==> src/rtl/jacobi_stencil_sweep_assert.svh <==
// assertion macros shared by the stencil sweep rtl
// no dependencies; files take it by include after their imports
`ifndef JACOBI_STENCIL_SWEEP_ASSERT_SVH
`define JACOBI_STENCIL_SWEEP_ASSERT_SVH

// same-cycle implication, disabled during reset
`define JSW_ASSERT(label, clk, rst_n, ante, cons) \
	label: assert property (@(posedge clk) disable iff (!rst_n) (ante) |-> (cons)) \
		else $error("stencil sweep assertion failed");

// next-cycle implication, disabled during reset
`define JSW_ASSERT_NEXT(label, clk, rst_n, ante, cons) \
	label: assert property (@(posedge clk) disable iff (!rst_n) (ante) |=> (cons)) \
		else $error("stencil sweep assertion failed");

`endif

==> src/rtl/jsw_pkg.sv <==
// shared constants, register codes and stage control type for the stencil sweep
// no dependencies
`timescale 1ns / 1ps

package jsw_pkg;

	localparam int MAX_ROW    = 1024;
	localparam int PTR_W      = $clog2(MAX_ROW);
	localparam int LEN_W      = 11;
	localparam int ROWS_W     = 16;
	localparam int EFF_W      = (LEN_W > PTR_W + 1) ? LEN_W : PTR_W + 1;
	localparam int VALUE_W    = 32;
	localparam int SUM4_W     = VALUE_W + 2;
	localparam int DIFF_W     = VALUE_W + 1;
	localparam int RESID_W    = 64;
	localparam int CFG_DATA_W = 16;
	localparam int CFG_IDX_W  = 2;
	localparam int MIN_LEN    = 3;
	localparam int MIN_ROWS   = 3;
	localparam int FIRST_ROW  = 2;

	localparam logic [LEN_W-1:0]  ROW_LENGTH_RESET = LEN_W'(1024);
	localparam logic [ROWS_W-1:0] ROW_COUNT_RESET  = ROWS_W'(1024);

	localparam logic [CFG_IDX_W-1:0] REG_ROW_LENGTH = CFG_IDX_W'(0);
	localparam logic [CFG_IDX_W-1:0] REG_ROW_COUNT  = CFG_IDX_W'(1);

	typedef struct packed {
		logic valid;
		logic done;
	} jsw_ctl_t;

endpackage

==> src/rtl/jsw_cell.sv <==
// one window cell: holds a middle-row value and takes its neighbor's value, or the alternate value, on load
// depends on jsw_pkg
`timescale 1ns / 1ps

module jsw_cell import jsw_pkg::*; (
	input  logic               clk,
	input  logic               arst_n,
	input  logic               load,
	input  logic               take_alt,
	input  logic [VALUE_W-1:0] nbr_value,
	input  logic [VALUE_W-1:0] alt_value,
	output logic [VALUE_W-1:0] value_q,
	output logic [VALUE_W-1:0] next_value
);

	assign next_value = take_alt ? alt_value : nbr_value;

	always_ff @(posedge clk or negedge arst_n) begin
		if (!arst_n) begin
			value_q <= '0;
		end else if (load) begin
			value_q <= next_value;
		end
	end

endmodule

==> config.mk <==
export PLATFORM = sky130hd
export DESIGN_NAME = jsw_cell
export DESIGN_NICKNAME = d
export VERILOG_FILES = /design/src/rtl/jacobi_stencil_sweep_assert.svh /design/src/rtl/jsw_pkg.sv /design/src/rtl/jsw_cell.sv
export SDC_FILE = /design/constraint.sdc
export NUM_CORES = 1
export LEC_CHECK = 0
export BUFFER_PORTS_ARGS = -buffer_cell sky130_fd_sc_hd__buf_2
export CAP_MARGIN = 0
export CORE_MARGIN = 3
export CORE_UTILIZATION = 44
export CTS_CLUSTER_DIAMETER = 30
export CTS_CLUSTER_SIZE = 10
export DETAILED_ROUTE_END_ITERATION = 12
export GPL_ROUTABILITY_DRIVEN = 1
export GPL_TIMING_DRIVEN = 0
export PLACE_DENSITY = 0.95
export SLEW_MARGIN = 25
export SYNTH_ARGS = -nofsm -noshare
export SYNTH_HDL_FRONTEND = slang
export SYNTH_SLANG_ARGS = --single-unit
==> constraint.sdc <==
create_clock -name clk -period 1.13 [get_ports clk]
set_input_delay 0.0565 -clock clk [delete_from_list [all_inputs] [get_ports clk]]
set_output_delay 0.0565 -clock clk [all_outputs]
set_load 0.05 [all_outputs]
==> flow_metrics.env <==
export IMPL_worstSkewPairLatency_ps=270
export IMPL_critPathKind="reg -> out"
export IMPL_pwr_density_cell_nw_per_um2=1500
export IMPL_antenna_found_initial=0
export IMPL_worstPathRequired_ps=1070
export IMPL_crit_arrival_ps=920
export IMPL_maxCapViolCount=0
export IMPL_wl_per_cell_um=15.7
export IMPL_synthTopCellsByArea="mux2_4 (49%), dfrtp_1 (43%), buf_12 (3.3%)"
export IMPL_ys_ff_latch=32
export IMPL_via_count=1397
export IMPL_initial_utilization_pct=47.9
export IMPL_largest_register="value_q"
export IMPL_cts_buffers=5
export IMPL_combPwrFrac_pct=43.9
export IMPL_synth_area_leader_cell="mux2_4"
export IMPL_finalSetupViolCount=0
export IMPL_status="finished clean"
export IMPL_cts_tree="yes"
export IMPL_p_sw_share_pct=40.0
export IMPL_fp_dieW_um=70.7
export IMPL_start_kind="flip-flop"
export IMPL_ys_warn_count=0
export IMPL_fin_nets=309
export IMPL_biggestRegsByFlops="value_q: 32 flops"
export IMPL_grt_pass1_vias=1526
export IMPL_rsz0062_at_grt="false"
export IMPL_p_int_uw=2390
export IMPL_period_needed_ps=978
export IMPL_setup_ws_ps=152
export IMPL_p_leak_uw=0.00149
export IMPL_drc=0
export IMPL_skew_ps=0
export IMPL_cp_max_fo=2
export IMPL_htree_levels=2
export IMPL_hold_viol=0
export IMPL_crit_chain="buf_2"
export IMPL_clockBufferDepth=2
export IMPL_place_congestion=0.686
export IMPL_post_drt_via_cell_ratio=4.82
export IMPL_die_h_um=70.7
export IMPL_drive_above_1_share_pct=85.1
export IMPL_core_area_um2=3850
export IMPL_grt_overflow_total=0
export IMPL_synth_seq_area_share_pct=43.4
export IMPL_grt_total_usage_pct=18.5
export IMPL_synth_simple_area_share_pct=0
export IMPL_dr_pass1_iters=4
export IMPL_final_antenna_net_count=0
export IMPL_post_cts_repair_setup_buffers=0
export IMPL_clock_sink_count=32
export IMPL_power_frac_seq_pct=34.4
export IMPL_avgSynthCellArea_um2=17.7
export IMPL_grt_max_degree=33
export IMPL_dp_hpwl_mm=3.79
export IMPL_postSynthCellCount=104
export IMPL_tns_ps=0
export IMPL_yosys_area_share_xor_xnor_pct=0
export IMPL_syn_area_um2=1840
export IMPL_synth_cell_type_count=7
export IMPL_rows=22
export IMPL_vdd_drop_max_mv=0.894
export IMPL_worst_pin_slew_ps=692
export IMPL_p_clk_share_pct=21.7
export IMPL_synthAdderAreaFrac_pct=0
export IMPL_min_period_over_period_pct=86.6
export IMPL_final_cell_mix="buf_2 (129), mux2_4 (60), dfrtp_1 (32)"
export IMPL_io_buffers=129
export IMPL_worst_path_buf_inv=1
export IMPL_cp_slowest_cell="dfrtp_1"
export IMPL_fmax_mhz=1020
export IMPL_slew_headroom_pct=53.9
export IMPL_path_delay_family="flip-flops"
export IMPL_post_route_util_pct=68.8
export IMPL_cpPeakStageDelay_ps=370
export IMPL_path_clk_slew_ps=60
export IMPL_final_common_cell="buf_2"
export IMPL_cts_resized=0
export IMPL_wirelength_mm=4.56
export IMPL_synth_compound_area_share_pct=0
export IMPL_grt_first_pass_wirelength_mm=7.26
export IMPL_end_kind="output port"
export IMPL_hold_ws_ps=152
export IMPL_syn2layout_area_growth_pct=43.7
export IMPL_syn_nets=172
export IMPL_slew_violations=0
export IMPL_synth_top_area_share_pct=48.8
export IMPL_synth_top_family_by_area="multiplexers"
export IMPL_hold_class="in -> reg"
export IMPL_antennaDiodeCount=0
export IMPL_die_area_um2=5000
export IMPL_p_sw_uw=1590
export IMPL_drt_initial_drc_count=40
export IMPL_cts_root_buffer="clkbuf_8"
export IMPL_synthMuxAreaShare_pct=51.3
export IMPL_largest_reg_flops=32
export IMPL_pre_cts_slack_ps=70.4
export IMPL_pin_count=132
[power groups by stage]
stage	clock [uW]	combinational [uW]	sequential, uW
2_1_floorplan	0	815	1900
3_3_place_gp	0	1720	1380
3_5_place_dp	0	1760	1380
4_1_cts	891	1760	1370
5_1_grt	969	1820	1390
6_report	861	1750	1370
[logic make-up after synthesis]
family   after synthesis
flops                 32
mux                   64
buf+inv                8
[routing by layer]
metal  part of all wire [%]  track usage [%]  vias to the layer above
met1                     38             20.8                      664
met4                   0.42             3.76                        0
met5                      0                0                        -
met2                     53             34.0                       84
li1                       -                -                      647
met3                    9.1             6.11                        2
[metrics by stage]
| step | power (uW) | instance area (um^2) | cells |
|---|---|---|---|
| 2_1_floorplan | 2710 | 1840 | 104 |
| 3_3_place_gp | 3100 | 2550 | 281 |
| 3_5_place_dp | 3140 | 2550 | 281 |
| 4_1_cts | 4020 | 2650 | 290 |
| 5_1_grt | 4180 | 2650 | 290 |
| 6_report | 3980 | 2650 | 290 |
[final cells by class]
class	count	area (um^2)
Multi-Input combinational cell	64	946
Clock buffer	8	90.1
Tap cell	48	60.1
Timing Repair Buffer	130	656
Fill cell	285	1200
Sequential cell	32	801
Buffer	8	97.6
[path summary, 6_finish.rpt]
| kind | cells past startpoint | to | slack [ps] | start |
|---|---|---|---|---|
| max in group asynchronous | 2 | value_q[16] | 310 | arst_n |
| worst max register to register | 1 | value_q[9] | 350 | value_q[9] |
| worst min-delay path | 3 | value_q[20] | 150 | alt_value[20] |
| worst max-delay path | 1 | value_q[9] | 150 | value_q[9] |
| min in group asynchronous | 2 | value_q[31] | 370 | arst_n |
| worst min register to register | 1 | value_q[18] | 500 | value_q[18] |
[synth_stat cells (all sizes together)]
| master | n |
|---|---|
| mux2 | 64 |
| buf | 7 |
| dfrtp | 32 |
| clkbuf | 1 |
[timing repair]
action                                 CTS  global route
hold buffers                             1             0
endpoints found under the hold margin   32             0
setup endpoints to repair                0             0
(Power assumes the default switching activity.)
