<file path="config.mk">
export PLATFORM = sky130hd
export DESIGN_NAME = jsw_residual
export DESIGN_NICKNAME = d
export VERILOG_FILES = /design/src/rtl/jsw_pkg.sv /design/src/rtl/jsw_residual.sv
export VERILOG_INCLUDE_DIRS = /design/src /design/src/rtl
export SDC_FILE = /design/constraint.sdc
export NUM_CORES = 2
export LEC_CHECK = 0
export ABC_AREA = 1
export BUFFER_PORTS_ARGS = -buffer_cell sky130_fd_sc_hd__buf_2
export CORE_MARGIN = 2
export CORE_UTILIZATION = 55
export CTS_BUF_LIST = sky130_fd_sc_hd__clkbuf_4 sky130_fd_sc_hd__clkbuf_8
export CTS_CLUSTER_DIAMETER = 100
export DETAILED_ROUTE_END_ITERATION = 8
export PLACE_DENSITY = 0.74
export SYNTH_ARGS = -nofsm -noshare
export SYNTH_HDL_FRONTEND = slang
export SYNTH_SLANG_ARGS = --single-unit
</file>
<file path="constraint.sdc">
create_clock -name clk -period 8.5 [get_ports clk]
set_clock_uncertainty 0.2 [all_clocks]
set_input_delay 2.125 -clock clk [delete_from_list [all_inputs] [get_ports clk]]
set_output_delay 2.125 -clock clk [all_outputs]
set_load 0.02 [all_outputs]
</file>
<file path="src/rtl/jacobi_stencil_sweep_assert.svh">
// assertion macros shared by the stencil sweep rtl
// no dependencies; files take it by include after their imports
`ifndef JACOBI_STENCIL_SWEEP_ASSERT_SVH
`define JACOBI_STENCIL_SWEEP_ASSERT_SVH

// same-cycle implication, disabled during reset
`define JSW_ASSERT(label, clk, rst_n, ante, cons) \
	label: assert property (@(posedge clk) disable iff (!rst_n) (ante) |-> (cons)) \
		else $error("stencil sweep assertion failed");

// next-cycle implication, disabled during reset
`define JSW_ASSERT_NEXT(label, clk, rst_n, ante, cons) \
	label: assert property (@(posedge clk) disable iff (!rst_n) (ante) |=> (cons)) \
		else $error("stencil sweep assertion failed");

`endif

</file>
<file path="src/rtl/jsw_pkg.sv">
// shared constants, register codes and stage control type for the stencil sweep
// no dependencies
`timescale 1ns / 1ps

package jsw_pkg;

	localparam int MAX_ROW    = 1024;
	localparam int PTR_W      = $clog2(MAX_ROW);
	localparam int LEN_W      = 11;
	localparam int ROWS_W     = 16;
	localparam int EFF_W      = (LEN_W > PTR_W + 1) ? LEN_W : PTR_W + 1;
	localparam int VALUE_W    = 32;
	localparam int SUM4_W     = VALUE_W + 2;
	localparam int DIFF_W     = VALUE_W + 1;
	localparam int RESID_W    = 64;
	localparam int CFG_DATA_W = 16;
	localparam int CFG_IDX_W  = 2;
	localparam int MIN_LEN    = 3;
	localparam int MIN_ROWS   = 3;
	localparam int FIRST_ROW  = 2;

	localparam logic [LEN_W-1:0]  ROW_LENGTH_RESET = LEN_W'(1024);
	localparam logic [ROWS_W-1:0] ROW_COUNT_RESET  = ROWS_W'(1024);

	localparam logic [CFG_IDX_W-1:0] REG_ROW_LENGTH = CFG_IDX_W'(0);
	localparam logic [CFG_IDX_W-1:0] REG_ROW_COUNT  = CFG_IDX_W'(1);

	typedef struct packed {
		logic valid;
		logic done;
	} jsw_ctl_t;

endpackage

</file>
<file path="src/rtl/jsw_residual.sv">
// relaxation datapath: four-point sum, floor average, difference, square,
// saturating residual accumulation and output register; depends on jsw_pkg
`timescale 1ns / 1ps

module jsw_residual import jsw_pkg::*; (
	input  logic               clk,
	input  logic               arst_n,
	input  logic               adv,
	input  logic               clear,
	input  jsw_ctl_t           ctl,
	input  logic [VALUE_W-1:0] left_value,
	input  logic [VALUE_W-1:0] right_value,
	input  logic [VALUE_W-1:0] top_value,
	input  logic [VALUE_W-1:0] bottom_value,
	input  logic [VALUE_W-1:0] center_value,
	output logic               out_valid_q,
	output logic [VALUE_W-1:0] new_value_q,
	output logic [RESID_W-1:0] residual_q,
	output logic               done_q
);

`include "jacobi_stencil_sweep_assert.svh"

	jsw_ctl_t ctl_s1, ctl_s2, ctl_s3, ctl_s4;

	logic [SUM4_W-1:0]  sum_s1;
	logic [VALUE_W-1:0] center_s1;
	logic [VALUE_W-1:0] nv_s2, nv_s3, nv_s4;
	logic [DIFF_W-1:0]  diff_s2, mag_s3;
	logic [RESID_W-1:0] sq_s4;
	logic [RESID_W-1:0] acc_q;

	logic [SUM4_W-1:0]  sum4;
	logic [VALUE_W-1:0] nv;
	logic [RESID_W-1:0] prod;
	logic [RESID_W:0]   acc_wide;
	logic [RESID_W-1:0] acc_next;
	logic               acc_grow;

	assign sum4 = SUM4_W'($signed(left_value)) + SUM4_W'($signed(right_value))
		+ SUM4_W'($signed(top_value)) + SUM4_W'($signed(bottom_value));

	// floor of sum/4 is the upper bits of the two's complement sum
	assign nv = sum_s1[SUM4_W-1:2];

	assign prod = mag_s3[VALUE_W-1:0] * mag_s3[VALUE_W-1:0];

	assign acc_wide = {1'b0, acc_q} + {1'b0, sq_s4};
	assign acc_next = acc_wide[RESID_W] ? '1 : acc_wide[RESID_W-1:0];

	assign acc_grow = !clear && adv && ctl_s4.valid && !ctl_s4.done;

	always_ff @(posedge clk or negedge arst_n) begin
		if (!arst_n) begin
			ctl_s1      <= '0;
			ctl_s2      <= '0;
			ctl_s3      <= '0;
			ctl_s4      <= '0;
			out_valid_q <= 1'b0;
		end else if (adv) begin
			ctl_s1      <= ctl;
			ctl_s2      <= ctl_s1;
			ctl_s3      <= ctl_s2;
			ctl_s4      <= ctl_s3;
			out_valid_q <= ctl_s4.valid;
		end
	end

	always_ff @(posedge clk) begin
		if (adv) begin
			sum_s1    <= sum4;
			center_s1 <= center_value;
			nv_s2     <= nv;
			diff_s2   <= {nv[VALUE_W-1], nv} - {center_s1[VALUE_W-1], center_s1};
			nv_s3     <= nv_s2;
			mag_s3    <= diff_s2[DIFF_W-1] ? (~diff_s2 + DIFF_W'(1)) : diff_s2;
			nv_s4     <= nv_s3;
			// a magnitude of 2^32 squares past the top of the sum
			sq_s4     <= mag_s3[DIFF_W-1] ? '1 : prod;
			if (ctl_s4.valid) begin
				new_value_q <= nv_s4;
				residual_q  <= acc_next;
				done_q      <= ctl_s4.done;
			end
		end
	end

	// running residual restarts after the last cell of a sweep and on any register write
	always_ff @(posedge clk or negedge arst_n) begin
		if (!arst_n) begin
			acc_q <= '0;
		end else if (clear) begin
			acc_q <= '0;
		end else if (adv && ctl_s4.valid) begin
			acc_q <= ctl_s4.done ? '0 : acc_next;
		end
	end

	`JSW_ASSERT_NEXT(acc_restart_a, clk, arst_n, adv && ctl_s4.valid && ctl_s4.done, acc_q == '0)
	`JSW_ASSERT_NEXT(acc_monotone_a, clk, arst_n, acc_grow, acc_q >= $past(acc_q))
	`JSW_ASSERT_NEXT(out_hold_a, clk, arst_n, out_valid_q && !adv, $stable(new_value_q))

endmodule

</file>
==> results_dict.tcl <==
set metrics [dict create \
    async_reset_ff_frac 0.159 \
    yosysMostFrequentCell "inv_1" \
    dr.first_iter.drc_count 3203 \
    slew_headroom 0.300 \
    cts_hold_buf 0 \
    maxCapViolCount 0 \
    worstSetupPathType "flip-flop to flip-flop" \
    pin_count 264 \
    critPathCaptureType "flip-flop" \
    fin_crit_sh 0.946 \
    clk-insertion-delay-late_ns 0.74 \
    cts_max_level 3 \
    path_clk_slew_ns 0.06 \
    crit_slowest_cell "edfxtp_1" \
    ant_nets 0 \
    antenna_found_initial 3 \
    cts_root_buf "clkbuf_8" \
    ys_seq_area_frac 0.233 \
    die_x_um 328 \
    synth_enable_flop_cells 387 \
    hold_path.class "flip-flop to flip-flop" \
    syn_area_um2 57800 \
    outcome "complete, no violations" \
    die_h_um 328 \
    synth_top_area_share 0.298 \
    startpoint_type "flip-flop" \
    synth_common_cells "inv_1, nand2_1, fa_1, ha_1" \
    max_freq_mhz 124 \
    min_from "nv_s4[11]$_DFFE_PP_" \
    tightest_slew_ns 1.05 \
    setup_tns_ns 0 \
    drc 0 \
    rr_startpoint "mag_s3[14]$_DFFE_PP_" \
    hold_ws_ns 0.167 \
    layout-drive-gt1-share 0.0752 \
    worstPathRequired_ns 8.72 \
    cts_resized 0 \
    viasPerCell 5.20 \
    post_cts_buffers 0 \
    numCtsBuffers 80 \
    synthCells 6923 \
    critical_path_peak_fanout 13 \
    first_pass_iters 7 \
    die_area_um2 108000 \
    syn_nets 8376 \
    ys_ff_latch 460 \
    hold_viol 0 \
    route.vias.total 44980 \
    port_buffers 263 \
    place_congestion 1.00 \
    cp_common_cell "fa_1" \
    startpoint "mag_s3[14]$_DFFE_PP_" \
    synthFlopType "edfxtp_1" \
    setup_slack_ns 0.463 \
    report.final.slew_viol_count 0 \
    grt_max_degree 91 \
    hpwl_mm 131 \
    gr-total-overflow 0 \
    yosysUniqueCellTypes 49 \
    min_period_ns 8.04 \
    initial_utilization 0.556 \
    cpPeakStageDelay_ns 0.76 \
    avgSynthCellArea_um2 8.35 \
    clockBufferDepth 3 \
    yosysWarnings 0 \
    setup_viol 0 \
    grt_usage 0.300 \
    grt_pass1_wl_mm 251 \
    yosys-top-cells-area "fa_1, edfxtp_1, inv_1" \
    syn_to_final_growth_pct 8.38 \
    row_count 118 \
    final_nets 8657 \
    yosysTopAreaCell "fa_1" \
    clock-sinks 460 \
    post_drt_wl_per_cell_um 18.1 \
    arrival_ns 8.26 \
    grt_pass1_vias 47768 \
    tritoncts "done" \
    routed_wl_mm 156 \
    core_um2 104000 \
    rsz0062_at_grt "no" \
    pre_cts_slack_ns 0.559 \
]
-- worst paths after layout --
check / to / slack (ns) / depth (start not counted)
max: sq_s4[50]$_SDFFCE_PP1P_ / 0.46 / 26
min: new_value_q[11]$_DFFE_PP_ / 0.17 / 0
max reg2reg: sq_s4[50]$_SDFFCE_PP1P_ / 0.46 / 26
min reg2reg: new_value_q[11]$_DFFE_PP_ / 0.17 / 0
max in group asynchronous: ctl_s2[1]$_DFFE_PN0P_ / 5.89 / 2
min in group asynchronous: acc_q[6]$_DFFE_PN0P_ / 1.16 / 1
-- registers in the layout, summed over array words and instances (netlist names), 2 cells and up --
name / cells
ctl_s2: 2
ctl_s4: 2
sq_s4: 64
nv_s4: 32
residual_q: 64
diff_s2: 33
center_s1: 32
nv_s2: 32
ctl_s3: 2
ctl_s1: 2
sum_s1: 32
mag_s3: 33
new_value_q: 32
nv_s3: 32
acc_q: 64
-- through the flow --
step | std cells | cell area, µm² | util
2_1_floorplan | 6923 | 57800 | -
3_3_place_gp | 8502 | 60900 | 0.586
3_5_place_dp | 8502 | 60900 | 0.586
4_1_cts | 8642 | 62600 | 0.603
5_1_grt | 8643 | 62600 | 0.603
6_report | 8644 | 62600 | 0.603
-- layer usage --
metal  global-route usage  part of all wire
met1                0.380              0.40
met2                0.519              0.49
met3               0.0421             0.065
met4                0.123             0.044
met5                    0                 0
-- critical path, delay by kind of cell (launching register included) --
family	cells	cell delay, ns
adders and majority gates	9	4.35
and+or+nand+nor	8	1.48
DFF	1	0.76
buffers and inverters	9	0.92
-- final cells by class --
type,count,area [µm²]
Multi-Input combinational cell,4434,36700
Inverter,1894,7110
Antenna cell,2,5.00
Fill cell,9225,41300
Tap cell,1380,1730
Sequential cell,460,13400
Timing Repair Buffer,334,1910
Clock inverter,29,327
Clock buffer,111,1400
-- kinds of logic (layout without fill, tap and decap cells) --
| kind of cell | Yosys count | in the layout | share of synthesized area |
|---|---|---|---|
| XOR/XNOR | 153 | 153 | 0.0232 |
| AO/OA/AOI/OAI | 469 | 469 | 0.0445 |
| buffers and inverters | 2029 | 2368 | 0.132 |
| AND/OR/NAND/NOR | 2525 | 2525 | 0.177 |
| flip-flops | 460 | 460 | 0.233 |
| other | 0 | 2 | 0 |
| adder cells (fa/ha/maj) | 1287 | 1287 | 0.390 |
-- placed cells by master (no fill, tap or decap), drive strengths merged, types with 34 or more instances in the layout --
master     n
edfxtp   387
ha       428
nor3      34
o21ai    157
nand3    250
dfrtp     73
nand2   1752
inv     1892
a21oi    234
buf      334
clkbuf   111
xor2     110
nand4     45
fa       859
nor2     397
xnor2     43
Power is left out: the tool's default activity adds up to more than one toggle a clock period on the data nets, which glitch-free logic cannot reach.
